File: src/rtl/gbs_pkg.sv
// ----------------------------------------------------------------------------
// gbs_pkg
// Shared types and constants for the greedy box suppression block.
// ----------------------------------------------------------------------------
package gbs_pkg;

    // Field widths
    localparam int COORD_W = 16;
    localparam int SIZE_W  = 15;
    localparam int INDEX_W = 12;
    localparam int THR_W   = 16;

    // Arithmetic widths: area is size * size, union may reach two areas,
    // product is threshold * union.
    localparam int AREA_W  = 2 * SIZE_W;
    localparam int UNION_W = AREA_W + 1;
    localparam int PROD_W  = THR_W + UNION_W;

    // Reset value of the overlap threshold (about 0.45 in Q0.16)
    localparam logic [THR_W-1:0] THR_RESET = 16'd29491;

    // Parameter defaults
    localparam int MAX_KEPT_DEF  = 64;
    localparam int MAX_BOXES_DEF = 4096;

    // One box as held in the store
    typedef struct packed {
        logic signed [COORD_W-1:0] left;
        logic signed [COORD_W-1:0] top;
        logic        [SIZE_W-1:0]  width;
        logic        [SIZE_W-1:0]  height;
    } box_t;

    // Outcome of one overlap test
    typedef struct packed {
        logic valid;
        logic hit;
    } cmp_t;

    // Sequencer states
    typedef enum logic [1:0] {
        ST_IDLE,
        ST_SCAN,
        ST_DRAIN,
        ST_FINISH
    } gbs_state_t;

endpackage

File: src/rtl/gbs_iou_unit.sv
// ----------------------------------------------------------------------------
// gbs_iou_unit
// Pipelined overlap test: intersection * 65536 > threshold * union.
// Five register stages, one stored box accepted per cycle.
// ----------------------------------------------------------------------------
module gbs_iou_unit (
    input  logic                              clk,
    input  logic                              rst_n,
    input  logic [gbs_pkg::THR_W-1:0]         threshold,
    input  gbs_pkg::box_t                     new_box,
    input  logic [gbs_pkg::AREA_W-1:0]        new_area,
    input  logic                              kept_valid,
    input  gbs_pkg::box_t                     kept_box,
    output gbs_pkg::cmp_t                     result,
    output logic                              busy
);
    import gbs_pkg::*;

    localparam int EDGE_W = COORD_W + 1;

    // Stage 1: overlap extents
    logic signed [EDGE_W-1:0] nl, nr, nt, nb, kl, kr, kt, kb;
    logic signed [EDGE_W-1:0] x0, x1, y0, y1;
    logic [SIZE_W-1:0]        ox_next, oy_next;

    logic                     s1_valid_reg;
    logic [SIZE_W-1:0]        ox_reg, oy_reg, kw_reg, kh_reg;

    // Stage 2: areas
    logic                     s2_valid_reg;
    logic [AREA_W-1:0]        inter2_reg, karea_reg;

    // Stage 3: union
    logic                     s3_valid_reg;
    logic [AREA_W-1:0]        inter3_reg;
    logic [UNION_W-1:0]       union_reg;

    // Stage 4: threshold product
    logic                     s4_valid_reg;
    logic [AREA_W-1:0]        inter4_reg;
    logic [PROD_W-1:0]        prod_reg;

    // Stage 5: verdict
    logic                     s5_valid_reg;
    logic                     hit_reg;

    // Edges, all one bit wider than the inputs
    always_comb
    begin
        nl = EDGE_W'(new_box.left);
        nt = EDGE_W'(new_box.top);
        kl = EDGE_W'(kept_box.left);
        kt = EDGE_W'(kept_box.top);
        nr = nl + $signed({2'b00, new_box.width});
        nb = nt + $signed({2'b00, new_box.height});
        kr = kl + $signed({2'b00, kept_box.width});
        kb = kt + $signed({2'b00, kept_box.height});
        x0 = (nl > kl) ? nl : kl;
        y0 = (nt > kt) ? nt : kt;
        x1 = (nr < kr) ? nr : kr;
        y1 = (nb < kb) ? nb : kb;
        // touching or disjoint gives zero extent; a positive extent fits a size
        ox_next = (x1 > x0) ? SIZE_W'(x1 - x0) : '0;
        oy_next = (y1 > y0) ? SIZE_W'(y1 - y0) : '0;
    end

    // Stage valids
    always_ff @(posedge clk or negedge rst_n)
    begin
        if (!rst_n)
        begin
            s1_valid_reg <= 1'b0;
            s2_valid_reg <= 1'b0;
            s3_valid_reg <= 1'b0;
            s4_valid_reg <= 1'b0;
            s5_valid_reg <= 1'b0;
        end
        else
        begin
            s1_valid_reg <= kept_valid;
            s2_valid_reg <= s1_valid_reg;
            s3_valid_reg <= s2_valid_reg;
            s4_valid_reg <= s3_valid_reg;
            s5_valid_reg <= s4_valid_reg;
        end
    end

    // Datapath
    always_ff @(posedge clk)
    begin
        ox_reg     <= ox_next;
        oy_reg     <= oy_next;
        kw_reg     <= kept_box.width;
        kh_reg     <= kept_box.height;

        inter2_reg <= AREA_W'(ox_reg) * AREA_W'(oy_reg);
        karea_reg  <= AREA_W'(kw_reg) * AREA_W'(kh_reg);

        inter3_reg <= inter2_reg;
        union_reg  <= UNION_W'(new_area) + UNION_W'(karea_reg) - UNION_W'(inter2_reg);

        inter4_reg <= inter3_reg;
        prod_reg   <= PROD_W'(threshold) * PROD_W'(union_reg);

        hit_reg    <= PROD_W'({inter4_reg, 16'h0000}) > prod_reg;
    end

    assign result.valid = s5_valid_reg;
    assign result.hit   = hit_reg;
    assign busy = s1_valid_reg | s2_valid_reg | s3_valid_reg | s4_valid_reg | s5_valid_reg;

endmodule

File: config.mk
export PLATFORM = sky130hd
export DESIGN_NAME = gbs_iou_unit
export DESIGN_NICKNAME = d
export VERILOG_FILES = /design/src/rtl/gbs_pkg.sv /design/src/rtl/gbs_iou_unit.sv
export SDC_FILE = /design/constraint.sdc
export NUM_CORES = 2
export LEC_CHECK = 0
export BUFFER_PORTS_ARGS = -buffer_cell sky130_fd_sc_hd__buf_2
export CAP_MARGIN = 30
export CORE_UTILIZATION = 32
export CTS_CLUSTER_DIAMETER = 100
export DETAILED_ROUTE_END_ITERATION = 6
export PLACE_DENSITY_LB_ADDON = 0.05
export SYNTH_ARGS = -nofsm -noshare
export SYNTH_HDL_FRONTEND = slang
export SYNTH_SLANG_ARGS = --single-unit
File: constraint.sdc
create_clock -name clk -period 7.3 [get_ports clk]
set_input_delay 0.73 -clock clk [delete_from_list [all_inputs] [get_ports clk]]
set_output_delay 0.73 -clock clk [all_outputs]
set_load 0.1 [all_outputs]
==> out/qor.yml <==
synthesis:
  syn-num-nets: 6447
  ys_top_cells_by_area: "fa_1 (35%), ha_1 (15%), dfxtp_1 (12%), inv_1 (8.8%), nand2_1 (5.8%)"
  syn_avg_cell_area_um2: 8.965
  async_flop_share_pct: 1.894
  synthCells: 4976
  synth-edff-count: 0
  yosys_warnings: 0
  yosysSeqAreaShare_pct: 11.90
  synth.distinct_cells: 84
  synth_top_area_share_pct: 34.73
  synth_flop_cell: "dfxtp_1"
  netlist_area_um2: 44610
  synth-seq-cells: 264
  yosysTopAreaCell: "fa_1"
status:
  status: "completed"
floorplan:
  die_area_um2: 140900
  start_util_pct: 32.37
  fp.dieH_um: 375.4
  row_count: 136
  die_w_um: 375.4
  ios: 176
  core-area_um2: 137800
routing:
  drt-pass1-iter-count: 5
  wl_per_cell_um: 17.80
  routed-via-count: 32090
  ant_nets: 0
  wl_met2_um: 59300
  vias_per_cell: 4.556
  route.met3.wl_um: 3381
  drc: 0
  highest_layer: "met5"
  dr.first_iter.drc_count: 1099
  wl_um: 125400
  wl_met1_um: 60540
timing:
  drv_slew: 0
  fmax_mhz: 144.5
  finalSetupViolCount: 0
  tns_ns: 0
  final_hold_viol_count: 0
  period_needed_ns: 6.922
  finClkSkew_ns: 0.01629
  hold_slack_ns: 0.2341
  grt_setup_unrepaired: "false"
  tightest_slew_ns: 0.9638
  slew_headroom_pct: 35.59
  period_share_pct: 94.83
setup_path:
  critPathSlowestCell: "dfxtp_1"
  cp.required_ns: 7.82
  max_stage_delay_ns: 0.90
  critical_path_class: "reg2reg"
  path_buf_inv: 7
  cp-start-kind: "flip-flop"
  path_max_fanout: 13
  worstPathCellList: "nand2_1 > fa_1 > inv_1 > fa_1 > inv_1 > fa_1 > inv_1 > fa_1 > fa_1 > inv_1 > fa_1 > inv_1 > ha_1 > and2_1 > a2111oi_0 > a211oi_1 > buf_2 > o211ai_1 > buf_4 > a211oi_1 > or3_1 > a21oi_1 > xnor2_1"
  arrival_ns: 7.44
  cp-end-kind: "flip-flop"
  path_delay_family: "adder cells"
  crit_top_cell: "fa_1"
clocking:
  clk_pin_slew_ns: 0.07
  cts_tree: "done"
  htreeDepth: 1
  cts.path.max_buffers: 3
  clock_latency_ns: 0.61
  cts_sinks: 264
  cts_setup_buffers: 0
  cts_root_buf: "clkbuf_16"
  cts_buffers: 30
placement:
  hpwl_um: 108900
  gp_congestion: 0.8446
  portBuffers: 175
  dp_cells: 6985
grt:
  gr-usage-all-layers_pct: 18.34
  antenna_found_initial: 6
  globalRouteOverflowTotal: 0
  grt_pass1_wl_um: 202900
  grt_max_degree: 32
  grt_pass1_vias: 35110
flow_run:
  maxCapViolations: 0
cells_and_area:
  layout.cells.non_filler: 7043
  largest_register_ffs: 47
  layout_commonest_cell: "inv_1"
  drive_above_1_share_pct: 8.613
  syn_to_final_growth_pct: 11.49
  mostFrequentLayoutCells: "inv_1 (1,050), fa_1 (774), nand2_1 (686)"
  fillers: 14410
  nets: 6695
worst_hold_path:
  min_path_type: "in2reg"
[routing by layer]
metal	global-route usage, %	vias up
met4	3.219	8
met2	31.45	387
li1	-	15840
met1	25.43	15750
met5	0	-
met3	1.400	96
[Yosys cell counts (24+ instances only)]
library cell / number
mux2i_1: 57
nor2_1: 125
ha_1: 524
o21bai_1: 44
nand4_1: 27
a21oi_1: 186
xnor2_1: 127
dfxtp_1: 259
o21a_1: 34
xor2_1: 67
fa_1: 774
nor3_1: 27
and2_1: 335
nand2_1: 686
nand2b_1: 32
clkbuf_1: 147
a21o_1: 124
inv_1: 1050
o21ai_0: 59
nor2b_1: 30
o21ai_1: 24
nand3_1: 36
[cells by family (layout without fill, tap and decap cells)]
group	count (synthesis)	after routing	synth area share, %
adder cells (fa/ha/maj)	1300	1300	49.48
buffers and inverters	1203	1475	10.19
AO/OA/AOI/OAI	589	589	8.669
other	0	1	0
AND/OR/NAND/NOR	1360	1360	14.43
XOR/XNOR	194	194	3.809
flip-flops	264	264	11.90
multiplexers	66	66	1.515
[through the flow]
step | setup WS (ns) | utilization [%] | instance area (um2)
finish | 0.3777 | 36.08 | 49730
global route | 0.01603 | 36.08 | 49730
CTS | 0.3172 | 36.08 | 49730
detailed placement | 0.1024 | 35.29 | 48650
global placement | -0.1572 | 35.29 | 48640
floorplan | 0.6433 | - | 44610
[final timing paths]
check | start | end | slack [ns] | cells after the start
min in group asynchronous | rst_n | s1_valid_reg$_DFF_PN0_ | 0.47 | 2
max in group asynchronous | rst_n | s4_valid_reg$_DFF_PN0_ | 6.71 | 2
min | kept_valid | s1_valid_reg$_DFF_PN0_ | 0.23 | 1
max reg2reg | union_reg[6]$_DFF_P_ | prod_reg[43]$_DFF_P_ | 0.38 | 23
max | union_reg[6]$_DFF_P_ | prod_reg[43]$_DFF_P_ | 0.38 | 23
min reg2reg | inter3_reg[3]$_DFF_P_ | inter4_reg[3]$_DFF_P_ | 0.33 | 0
[cell type report]
cell class                      instances  area, um2  area share (%)
Sequential cell                       264       5310           10.68
Timing Repair Buffer                  369       2407           4.840
Antenna cell                            1      2.502        0.005032
Tap cell                             1794       2245           4.513
Clock buffer                           38      863.3           1.736
Clock inverter                         18      211.5          0.4252
Multi-Input combinational cell       3509      34750           69.88
Inverter                             1050       3941           7.925
[timing repair]
action / in CTS / in global routing
gates resized for setup: 0 / 0
hold buffers: 1 / 0
setup endpoints to repair: 0 / 0
endpoints found under the hold margin: 5 / 0
Power is not shown: default switching activity piles up to over one toggle a cycle in this logic, so the estimate is an artifact.
